## config.mk

```make
export PLATFORM = sky130hd
export DESIGN_NAME = rtc_match_counter_regs_flat
export DESIGN_NICKNAME = d
export VERILOG_FILES = /design/src/design/rtcm_pkg.sv /design/src/design/rtcm_if.sv /design/src/design/rtcm_in_stage.sv /design/src/design/rtcm_regs.sv /design/src/design/rtcm_out_stage.sv /design/src/design/rtc_match_counter_regs.sv /design/src/flat_wrapper.sv
export SDC_FILE = /design/constraint.sdc
export NUM_CORES = 1
export LEC_CHECK = 0
export BUFFER_PORTS_ARGS = -buffer_cell sky130_fd_sc_hd__buf_2
export CORE_ASPECT_RATIO = 0.6
export CORE_MARGIN = 8
export CORE_UTILIZATION = 48
export DETAILED_ROUTE_END_ITERATION = 10
export PLACE_DENSITY = 0.7
export SLEW_MARGIN = 20
export SYNTH_ARGS = -nofsm -noshare
export SYNTH_HDL_FRONTEND = slang
export SYNTH_HIERARCHICAL = 1
export SYNTH_SLANG_ARGS = --single-unit
```

## constraint.sdc

```tcl
create_clock -name clk_i -period 8.5 [get_ports clk_i]
set_input_delay 1.275 -clock clk_i [delete_from_list [all_inputs] [get_ports clk_i]]
set_output_delay 1.275 -clock clk_i [all_outputs]
set_load 0.01 [all_outputs]
```

## src/design/rtcm_pkg.sv

```systemverilog
`timescale 1ns / 1ps
// Package for the RTC match-counter register block: opcodes, register offsets,
// request and result payload types. No dependencies.
package rtcm_pkg;

  localparam int unsigned DataW = 32;
  localparam int unsigned OfsW  = 8;
  localparam int unsigned OpW   = 2;

  // Request opcodes; the fourth code is a no-op.
  typedef enum logic [OpW-1:0] {
    OP_TICK  = 2'd0,
    OP_READ  = 2'd1,
    OP_WRITE = 2'd2
  } opcode_e;

  // Register byte offsets
  localparam logic [OfsW-1:0] OFS_DATA    = 8'h00;
  localparam logic [OfsW-1:0] OFS_MATCH   = 8'h04;
  localparam logic [OfsW-1:0] OFS_LOAD    = 8'h08;
  localparam logic [OfsW-1:0] OFS_CONTROL = 8'h0C;
  localparam logic [OfsW-1:0] OFS_MASK    = 8'h10;
  localparam logic [OfsW-1:0] OFS_RAW     = 8'h14;
  localparam logic [OfsW-1:0] OFS_MASKED  = 8'h18;
  localparam logic [OfsW-1:0] OFS_CLEAR   = 8'h1C;

  // Single-bit flags live in bit 0 of their registers.
  localparam int unsigned FlagBit = 0;

  typedef struct packed {
    logic [OpW-1:0]   opcode;
    logic [OfsW-1:0]  reg_offset;
    logic [DataW-1:0] write_data;
  } req_t;

  typedef struct packed {
    logic [DataW-1:0] read_data;
    logic             alarm_hit;
    logic             irq_level;
  } res_t;

endpackage

```

## src/design/rtcm_if.sv

```systemverilog
`timescale 1ns / 1ps
// Valid/ready channel interfaces for requests and results.
// Depends on rtcm_pkg for field widths.
interface rtcm_req_if;
  logic                        valid;
  logic                        ready;
  logic [rtcm_pkg::OpW-1:0]    opcode;
  logic [rtcm_pkg::OfsW-1:0]   reg_offset;
  logic [rtcm_pkg::DataW-1:0]  write_data;

  modport source (output valid, output opcode, output reg_offset, output write_data,
                  input ready);
  modport sink   (input valid, input opcode, input reg_offset, input write_data,
                  output ready);
endinterface

interface rtcm_rsp_if;
  logic                        valid;
  logic                        ready;
  logic [rtcm_pkg::DataW-1:0]  read_data;
  logic                        alarm_hit;
  logic                        irq_level;

  modport source (output valid, output read_data, output alarm_hit, output irq_level,
                  input ready);
  modport sink   (input valid, input read_data, input alarm_hit, input irq_level,
                  output ready);
endinterface

```

## src/design/rtcm_in_stage.sv

```systemverilog
`timescale 1ns / 1ps
// Request input register: captures one request and hands it to the register core.
// Depends on rtcm_pkg.
module rtcm_in_stage (
  input  logic           clk_i,
  input  logic           rst_ni,
  input  logic           valid_i,
  output logic           ready_o,
  input  rtcm_pkg::req_t req_i,
  input  logic           slot_free_i,
  output logic           exec_o,
  output rtcm_pkg::req_t req_o
);

  logic           valid_q, valid_d;
  rtcm_pkg::req_t req_q;

  // Request executes when held here and the result register can take it.
  assign exec_o  = valid_q & slot_free_i;
  assign ready_o = ~valid_q | exec_o;
  assign req_o   = req_q;

  always_comb begin
    valid_d = valid_q;
    if (ready_o) begin
      valid_d = valid_i;
    end
  end

  always_ff @(posedge clk_i or negedge rst_ni) begin
    if (!rst_ni) begin
      valid_q <= 1'b0;
    end else begin
      valid_q <= valid_d;
    end
  end

  always_ff @(posedge clk_i) begin
    if (ready_o && valid_i) begin
      req_q <= req_i;
    end
  end

endmodule

```

## src/design/rtcm_regs.sv

```systemverilog
`timescale 1ns / 1ps
// Register core: counter, match, load, enable, mask and raw alarm state,
// with the tick / read / write decode. Depends on rtcm_pkg.
module rtcm_regs (
  input  logic           clk_i,
  input  logic           rst_ni,
  input  logic           exec_i,
  input  rtcm_pkg::req_t req_i,
  output rtcm_pkg::res_t res_o
);

  logic [rtcm_pkg::DataW-1:0] count_q, count_d;
  logic [rtcm_pkg::DataW-1:0] match_q, match_d;
  logic [rtcm_pkg::DataW-1:0] load_q, load_d;
  logic                       run_en_q, run_en_d;
  logic                       mask_q, mask_d;
  logic                       raw_q, raw_d;

  logic [rtcm_pkg::DataW-1:0] count_inc;
  logic [rtcm_pkg::DataW-1:0] rdata;
  logic                       hit;
  logic                       wbit;

  assign count_inc = count_q + rtcm_pkg::DataW'(1);
  assign wbit      = req_i.write_data[rtcm_pkg::FlagBit];

  always_comb begin
    count_d  = count_q;
    match_d  = match_q;
    load_d   = load_q;
    run_en_d = run_en_q;
    mask_d   = mask_q;
    raw_d    = raw_q;
    rdata    = '0;
    hit      = 1'b0;
    case (rtcm_pkg::opcode_e'(req_i.opcode))
      rtcm_pkg::OP_TICK: begin
        if (run_en_q) begin
          count_d = count_inc;
          if (count_inc == match_q) begin
            raw_d = 1'b1;
            hit   = 1'b1;
          end
        end
      end
      rtcm_pkg::OP_READ: begin
        case (req_i.reg_offset)
          rtcm_pkg::OFS_DATA:    rdata = count_q;
          rtcm_pkg::OFS_MATCH:   rdata = match_q;
          rtcm_pkg::OFS_LOAD:    rdata = load_q;
          rtcm_pkg::OFS_CONTROL: rdata = rtcm_pkg::DataW'(run_en_q);
          rtcm_pkg::OFS_MASK:    rdata = rtcm_pkg::DataW'(mask_q);
          rtcm_pkg::OFS_RAW:     rdata = rtcm_pkg::DataW'(raw_q);
          rtcm_pkg::OFS_MASKED:  rdata = rtcm_pkg::DataW'(raw_q & mask_q);
          default:               rdata = '0;
        endcase
      end
      rtcm_pkg::OP_WRITE: begin
        case (req_i.reg_offset)
          rtcm_pkg::OFS_MATCH: match_d = req_i.write_data;
          rtcm_pkg::OFS_LOAD: begin
            load_d  = req_i.write_data;
            count_d = req_i.write_data;
          end
          rtcm_pkg::OFS_CONTROL: begin
            if (wbit) run_en_d = 1'b1;  // enable is sticky until reset
          end
          rtcm_pkg::OFS_MASK:  mask_d = wbit;
          rtcm_pkg::OFS_CLEAR: begin
            if (wbit) raw_d = 1'b0;
          end
          default: ;
        endcase
      end
      default: ;
    endcase
  end

  assign res_o.read_data = rdata;
  assign res_o.alarm_hit = hit;
  assign res_o.irq_level = raw_d & mask_d;

  always_ff @(posedge clk_i or negedge rst_ni) begin
    if (!rst_ni) begin
      count_q  <= '0;
      match_q  <= '0;
      load_q   <= '0;
      run_en_q <= 1'b0;
      mask_q   <= 1'b0;
      raw_q    <= 1'b0;
    end else if (exec_i) begin
      count_q  <= count_d;
      match_q  <= match_d;
      load_q   <= load_d;
      run_en_q <= run_en_d;
      mask_q   <= mask_d;
      raw_q    <= raw_d;
    end
  end

`ifndef SYNTHESIS
  a_run_en_sticky: assert property (@(posedge clk_i) disable iff (!rst_ni)
    !$fell(run_en_q))
    else $error("run enable cleared without reset");

  a_hit_sets_raw: assert property (@(posedge clk_i) disable iff (!rst_ni)
    exec_i && res_o.alarm_hit |=> raw_q)
    else $error("alarm hit did not set raw alarm");

  a_rdata_only_on_read: assert property (@(posedge clk_i) disable iff (!rst_ni)
    exec_i && (res_o.read_data != '0) |->
      (req_i.opcode == rtcm_pkg::OP_READ))
    else $error("nonzero read data on a non-read request");

  a_state_holds_idle: assert property (@(posedge clk_i) disable iff (!rst_ni)
    !exec_i |=> $stable(count_q) && $stable(raw_q))
    else $error("state changed without an executed request");
`endif

endmodule

```

## src/design/rtcm_out_stage.sv

```systemverilog
`timescale 1ns / 1ps
// Result register: holds one result until the receiver takes it.
// Depends on rtcm_pkg.
module rtcm_out_stage (
  input  logic           clk_i,
  input  logic           rst_ni,
  input  logic           load_i,
  input  rtcm_pkg::res_t res_i,
  output logic           slot_free_o,
  output logic           valid_o,
  input  logic           ready_i,
  output rtcm_pkg::res_t res_o
);

  logic           valid_q, valid_d;
  rtcm_pkg::res_t res_q;

  assign slot_free_o = ~valid_q | ready_i;
  assign valid_o     = valid_q;
  assign res_o       = res_q;

  always_comb begin
    valid_d = valid_q;
    if (load_i) begin
      valid_d = 1'b1;
    end else if (ready_i) begin
      valid_d = 1'b0;
    end
  end

  always_ff @(posedge clk_i or negedge rst_ni) begin
    if (!rst_ni) begin
      valid_q <= 1'b0;
    end else begin
      valid_q <= valid_d;
    end
  end

  always_ff @(posedge clk_i) begin
    if (load_i) begin
      res_q <= res_i;
    end
  end

endmodule

```

## src/design/rtc_match_counter_regs.sv

```systemverilog
`timescale 1ns / 1ps
// Top level of the RTC match-counter register block.
// Depends on rtcm_pkg, rtcm_if, rtcm_in_stage, rtcm_regs, rtcm_out_stage.
//
// Usage:
//  - req_i carries one request per handshake: a tick, a register read or a
//    register write (opcode, reg_offset, write_data). Accepted on valid & ready.
//  - rsp_o returns exactly one result per request, in order: read_data,
//    alarm_hit (this tick reached the match value) and irq_level (raw alarm
//    and mask after the request).
//  - Path: the accepting edge loads the input register; the request then
//    executes once the result register is free, and that edge loads the
//    decode and state update into the result register, making the result valid.
//  - Throughput: one request per cycle while results are taken. The counter
//    increment, match compare and read mux sit between input and result registers.
//  - Stall: while a result waits, the block still takes one more request into
//    its input register; ready drops only when both registers are full and
//    the receiver is not taking the result.
//  - Reset (rst_ni low, async): all registers read zero, counter stopped,
//    alarm and mask clear, both channel registers empty.
//  - Control bit 0 only sets the run enable; reset is the only way to stop it.
module rtc_match_counter_regs (
  input  logic       clk_i,
  input  logic       rst_ni,
  rtcm_req_if.sink   req_i,
  rtcm_rsp_if.source rsp_o
);

  rtcm_pkg::req_t req_in;
  rtcm_pkg::req_t req_held;
  rtcm_pkg::res_t res_core;
  rtcm_pkg::res_t res_out;
  logic           slot_free;
  logic           exec;
  logic           in_ready;
  logic           out_valid;

  assign req_in.opcode     = req_i.opcode;
  assign req_in.reg_offset = req_i.reg_offset;
  assign req_in.write_data = req_i.write_data;
  assign req_i.ready       = in_ready;

  rtcm_in_stage u_in_stage (
    .clk_i       (clk_i),
    .rst_ni      (rst_ni),
    .valid_i     (req_i.valid),
    .ready_o     (in_ready),
    .req_i       (req_in),
    .slot_free_i (slot_free),
    .exec_o      (exec),
    .req_o       (req_held)
  );

  // State updates only when the request actually moves into the result register.
  rtcm_regs u_regs (
    .clk_i  (clk_i),
    .rst_ni (rst_ni),
    .exec_i (exec),
    .req_i  (req_held),
    .res_o  (res_core)
  );

  rtcm_out_stage u_out_stage (
    .clk_i       (clk_i),
    .rst_ni      (rst_ni),
    .load_i      (exec),
    .res_i       (res_core),
    .slot_free_o (slot_free),
    .valid_o     (out_valid),
    .ready_i     (rsp_o.ready),
    .res_o       (res_out)
  );

  assign rsp_o.valid     = out_valid;
  assign rsp_o.read_data = res_out.read_data;
  assign rsp_o.alarm_hit = res_out.alarm_hit;
  assign rsp_o.irq_level = res_out.irq_level;

endmodule

```

## src/flat_wrapper.sv

```systemverilog
// flat-port wrapper written by rule: the top's interface ports become plain ports
module rtc_match_counter_regs_flat 
  (clk_i, rst_ni, req_i_valid, req_i_opcode, req_i_reg_offset, req_i_write_data, req_i_ready, rsp_o_valid, rsp_o_read_data, rsp_o_alarm_hit, rsp_o_irq_level, rsp_o_ready);
  rtcm_req_if req_i_i ();
  rtcm_rsp_if rsp_o_i ();
  input  logic clk_i;
  input  logic rst_ni;
  input wire logic [$bits(req_i_i.valid)-1:0] req_i_valid;
  input wire logic [$bits(req_i_i.opcode)-1:0] req_i_opcode;
  input wire logic [$bits(req_i_i.reg_offset)-1:0] req_i_reg_offset;
  input wire logic [$bits(req_i_i.write_data)-1:0] req_i_write_data;
  output wire logic [$bits(req_i_i.ready)-1:0] req_i_ready;
  output wire logic [$bits(rsp_o_i.valid)-1:0] rsp_o_valid;
  output wire logic [$bits(rsp_o_i.read_data)-1:0] rsp_o_read_data;
  output wire logic [$bits(rsp_o_i.alarm_hit)-1:0] rsp_o_alarm_hit;
  output wire logic [$bits(rsp_o_i.irq_level)-1:0] rsp_o_irq_level;
  input wire logic [$bits(rsp_o_i.ready)-1:0] rsp_o_ready;
  assign req_i_i.valid = req_i_valid;
  assign req_i_i.opcode = req_i_opcode;
  assign req_i_i.reg_offset = req_i_reg_offset;
  assign req_i_i.write_data = req_i_write_data;
  assign req_i_ready = req_i_i.ready;
  assign rsp_o_valid = rsp_o_i.valid;
  assign rsp_o_read_data = rsp_o_i.read_data;
  assign rsp_o_alarm_hit = rsp_o_i.alarm_hit;
  assign rsp_o_irq_level = rsp_o_i.irq_level;
  assign rsp_o_i.ready = rsp_o_ready;
  rtc_match_counter_regs u_core (.clk_i(clk_i), .rst_ni(rst_ni), .req_i(req_i_i), .rsp_o(rsp_o_i));
endmodule
```

======== Word level (Yosys, flattened, before mapping) ========
Index checks and enable logic that the tools add are counted.
storage, ports and cells
  flip-flop bits (word level) ............. 177
  bits of input ports ..................... 46
  output and inout port bits .............. 36
  word-level logic and storage cells ...... 58
cells by class
  add/sub/neg operators ................... 1
  equality and inequality tests ........... 12
  multiplexer cells ....................... 14
  bitwise operators ....................... 7
  reductions and logical operators ........ 10
operator list
  kind                   number
  $pmux 32 s7            1
  $mux 32                2
  $pmux 32 s2            1
  $add 32x1->32 const B  1
  $eq 32x32->1           1
  $eq 8x5->1 const B     4
  $eq 8x4->1 const B     2
  $mux 1                 9
  $eq 8x3->1 const B     1
  $logic_not 8->1        1
  $reduce_and 4->1       2
  $reduce_and 3->1       2
  $reduce_bool 2->1      2
  $and 1x1->1            3
  $eq 2x1->1 const B     1
  $eq 2x2->1 const B     1
  $logic_not 2->1        1
  $ne 2x1->1 const B     1
  $ne 2x2->1 const B     1
  $not 1->1              2
  $or 1x1->1             2
  $pmux 1 s2             1
  $reduce_and 2->1       1
  $logic_and 1x1->1      1

======== Logic depth before layout (Yosys ltp) ========
  depth after elaboration ................. 6
  mapped depth ............................ 11
  gate-level depth less buffers ........... 9

======== Hierarchy ========
The synthesis kept the hierarchy.
by module, submodules not included
  module          instances  cells an instance  area each (µm²)  seq. area each (µm²)
  rtcm_regs       1          742                6596.3           2477.4
  rtcm_in_stage   1          47                 1321.3           1286.2
  rtcm_out_stage  1          37                 1068.5           1046.0

======== Worst setup path after synthesis ========
OpenSTA, ideal clock, no wires.
  path kind ............................... input to register
  from .................................... input rsp_o_ready
  to ...................................... register u_core/u_regs/match_q[1] (netlist name)
  setup time .............................. 125 ps
  data arrival time ....................... 3730 ps
  required time ........................... 8375 ps
  path slack .............................. 4645 ps
  cell stages on the path ................. 7
  buffers on the path ..................... 1
  path through ............................ nand2b_4 -> and2_1 -> inv_1 -> nor4_1 -> nand3b_1 -> clkbuf_1 -> mux2_2
between the ends
  longest elaborated chain between the ends .. 3
RTL lines
  item                               RTL line                      text
  start: declaration                 flat_wrapper.sv:17            input wire logic [$bits(rsp_o_i.ready)-1:0] rsp_o_ready;
  $or 1x1->1                         rtcm_out_stage.sv:18          assign slot_free_o = ~valid_q | ready_i;
  $and 1x1->1                        rtcm_in_stage.sv:19           assign exec_o = valid_q & slot_free_i;
  net u_core.exec                    rtc_match_counter_regs.sv:34  logic exec;
  $reduce_and 3->1 (no source line)  -
  end signal: assignment             rtcm_regs.sv:93               match_q <= match_d;
  end: declaration                   rtcm_regs.sv:13               logic [rtcm_pkg::DataW-1:0] match_q, match_d;
The timed path passes the listed nets, and every way through them passes these cells.
A chain may end at the register's enable or synchronous reset.

======== Worst setup path after layout ========
  from .................................... input rsp_o_ready
  to ...................................... register u_core/u_regs/load_q[11] (netlist name)
between the ends
  longest elaborated chain between the ends .. 3
RTL lines
  item                               RTL line                      text
  $or 1x1->1                         rtcm_out_stage.sv:18
  net u_core.slot_free               rtc_match_counter_regs.sv:33  logic slot_free;
  $and 1x1->1                        rtcm_in_stage.sv:19
  net u_core.exec                    rtc_match_counter_regs.sv:34
  $reduce_and 3->1 (no source line)  -
  end signal: assignment             rtcm_regs.sv:94               load_q <= load_d;
  end: declaration                   rtcm_regs.sv:14               logic [rtcm_pkg::DataW-1:0] load_q, load_d;
The timed path passes the listed nets, and every way through them passes these cells.

==> results.yml <==
sta:
  layout_min_cycle_time_ps: 4085
  finalHoldViolCount: 0
  worst_pin_slew_ps: 1090
  finalSetupTns_ps: 0
  finalSetupViolCount: 0
  finClkSkew_ps: 13.03
  finalCritPeriodShare: 0.4806
  slew_headroom: 0.2711
  rsz0062_at_grt: "no"
  max_freq_mhz: 244.8
  slew_violations: 0
critical_path:
  crit_required_ps: 8810
  worstSetupPathType: "input pin to register"
  critical_path_buf_inv_count: 2
  crit_path_start_kind: "input pin"
  r2r_cells: 9
  end_kind: "register"
  critPathArrivalTime_ps: 4390
  crit_chain: "buf_2 > nand2b_4 > and2_2 > inv_1 > nor4_1 > nand2_2 > mux2_2"
  reg2reg_slack_ps: 4850
  regToRegStartpoint: "u_core/u_regs/count_q[0]"
  slowest_stage: "and2_2"
  cp_max_fo: 38
  slowest_delay_ps: 850
  rr_endpoint: "u_core/u_out_stage/res_o[0]"
  cp_top_family: "simple AND/OR/NAND/NOR gates"
flow_run:
  maxCapViolations: 0
synthesis:
  synth_edf_count: 76
  synth_ff_type: "dfrtp_1"
  synth.avg_cell_area_um2: 10.88
  ys_seq_elements: 177
  yosysWarnings: 6
  synthArstFlopShare: 0.5706
  yosys.cell_types.count: 75
  syn_area_mm2: 0.008986
  syn_nets: 873
  syn_inst: 826
  yosysSeqAreaShare: 0.5352
power_and_ir_drop:
  power_leakage_uw: 0.004302
  max-vdd-ir-drop_mv: 0.1367
  p_per_area_mw_per_mm2: 189.5
final_layout:
  drive_above_1_share: 0.2376
  num_antenna_cells: 0
  fin_nets: 922
  multi_input_area_mm2: 0.003891
  ff_latch_area_mm2: 0.004810
  area_growth_pct: 12.41
  instances_no_fill: 1128
  final_area_mm2: 0.01010
  fillers: 1552
drt:
  wl_per_cell_um: 19.68
  route.vias.total: 6721
  routed_via_density: 5.958
  drc_errors: 0
  drtAntennaViolNets: 0
  drt_wl_total_mm: 22.20
  drt_iter0_drc: 643
  firstDrtPassIters: 5
global_routing:
  gr-total-overflow: 0
  grt_pass1_vias: 6412
  grt_usage: 0.1925
  antenna_found_initial: 0
  grtUsageMet1: 0.2890
  grt.met3_usage: 0.04709
  top_usage_layer: "met1"
  gr-usage-met2: 0.2753
  grt_pass1_wl_mm: 35.60
  grt_max_degree: 58
floorplan:
  die_area_mm2: 0.02350
  rows: 38
  core_area_mm2: 0.01821
  die_h_um: 122.0
  ios: 82
  fp.dieW_um: 192.6
  start_util: 0.4935
clock_network:
  clockBufferDepth: 2
  cts_resized: 0
  path_clk_slew_ps: 60
  cts_inserted_buffers: 17
  cts_tree: "yes"
  root_buffer: "clkbuf_16"
  hold_buffers: 0
  htree_num_levels: 4
  clk_latency_ps: 430
  postCtsSetupBuffers: 0
  clock_sinks: 177
worst_hold_path:
  hold_start: "u_core/u_regs/load_q[14]"
  hp-class: "register to register"
  hold_end: "u_core/u_regs/load_q[14]"
  hold_depth: 1
place:
  place_congestion: 0.9343
  dp_cells: 1096
  dp_hpwl_mm: 14.35
  portBuffers: 81
  post_dp_cell_area_mm2: 0.009488
outcome:
  status: "finished clean"
-- logic make-up (layout without fill, tap and decap cells) --
kind of cell | Yosys count | after routing | share of synthesized area
buf+inv | 65 | 127 | 0.03467
simple gates | 275 | 275 | 0.1612
fa+ha+maj | 1 | 1 | 0.001392
xor+xnor | 38 | 38 | 0.03704
compound gates | 169 | 169 | 0.1076
flops | 177 | 177 | 0.5352
mux | 101 | 101 | 0.1228
-- worst reg2reg max path: stages (launching register included) --
cell and delay [ps]:
dfrtp_1 580, ha_1 400, nand3_4 190, or4_4 560
nor4_4 570, nand3_1 230, xnor2_1 210, nor4_1 320
nand4b_2 270, a21oi_2 200
-- cell usage after synthesis, types with 3 or more instances --
cell type	n	area [um^2]
a21oi_1	80	400.4
o22ai_1	10	62.56
a31oi_1	5	31.28
nor3b_1	4	30.03
clkbuf_1	40	150.1
and2_1	3	18.77
xnor2_1	22	192.7
nand2_1	46	172.7
buf_1	6	22.52
buf_2	3	15.01
nor4_1	6	37.54
a22oi_1	5	37.54
nand2b_1	5	31.28
nand4_1	22	137.6
clkbuf_8	4	55.05
mux2i_1	36	360.4
a32oi_1	3	26.28
nand3b_1	6	45.04
and4_1	7	61.31
o21ai_0	43	215.2
xor2_1	16	140.1
and3_1	8	50.05
or2_2	3	18.77
dfrtp_1	101	2527
inv_1	7	26.28
nor2_1	105	394.1
nor2b_1	5	31.28
nand3_1	20	100.1
mux2_2	64	720.7
nor3_1	13	65.06
edfxtp_1	76	2282
-- worst max path at each step --
stage,start,endpoint,slack [ps],cells past startpoint
6_report,rsp_o_ready,u_core/u_regs/load_q[11],4420,7
4_1_cts,rsp_o_ready,u_core/u_regs/load_q[11],4430,7
2_1_floorplan,rsp_o_ready,u_core/u_regs/match_q[1],4650,7
3_5_place_dp,rsp_o_ready,u_core/u_regs/load_q[11],4040,7
5_1_grt,rsp_o_ready,u_core/u_regs/load_q[14],4140,7
3_3_place_gp,rsp_o_ready,u_core/u_regs/load_q[14],4160,7
-- state kept, by name, summed over array words and instances (netlist names) --
register and count:
u_core/u_regs/raw_q 1, u_core/u_regs/load_q 32, u_core/u_out_stage/valid_o 1, u_core/u_regs/count_q 32
u_core/u_regs/run_en_q 1, u_core/u_in_stage/valid_q 1, u_core/u_regs/mask_q 1, u_core/u_regs/match_q 32
u_core/u_out_stage/res_o 34, u_core/u_in_stage/req_o 42
-- area by class of cell --
type | instances | area share
clock buffers | 25 | 0.05128
multi-input cells | 584 | 0.3852
well taps | 240 | 0.02973
flip-flops and latches | 177 | 0.4762
repair buffers | 88 | 0.04558
inverters | 7 | 0.002601
clock inverters | 7 | 0.009414
-- power by group --
part | total, uW | leakage [uW] | internal [uW] | switching, uW
Clock | 814 | 0.000294 | 485 | 329
Combinational | 137 | 0.00186 | 49.5 | 87.1
Sequential | 964 | 0.00215 | 935 | 28.7
-- per-stage QoR --
step	hold slack [ps]	setup slack, ps	power, uW	utilization
after detailed placement	474.9	4045	1118	0.5210
after CTS	507.2	4426	1935	0.5547
after global routing	517.4	4145	1985	0.5547
after global placement	461.6	4160	1115	0.5210
after floorplan	445.2	4645	1054	-
final	504.1	4415	1915	0.5547
-- placed cells by master (no fill, tap or decap), types with 4 or more instances in the layout --
cell	count
a31oi_1	5
and4_1	7
o22ai_1	10
clkbuf_16	19
nor3_1	13
a21oi_1	80
inv_1	7
nand2b_1	4
clkbuf_1	4
xnor2_1	22
nand3_1	20
nor2_1	105
dfrtp_1	101
nand2_1	45
nor4_1	6
nand3b_1	6
a22oi_1	5
buf_4	8
mux2i_1	36
buf_2	80
xor2_1	16
o21ai_0	43
mux2_2	64
edfxtp_1	76
nand4_1	22
and3_1	8
-- routing by layer --
layer	share of wire	wire (um)
met5	0	0
met3	0.076	1684
met2	0.42	9406
met4	0.0044	98
met1	0.50	11010
Power figures use the tool's default switching activity.
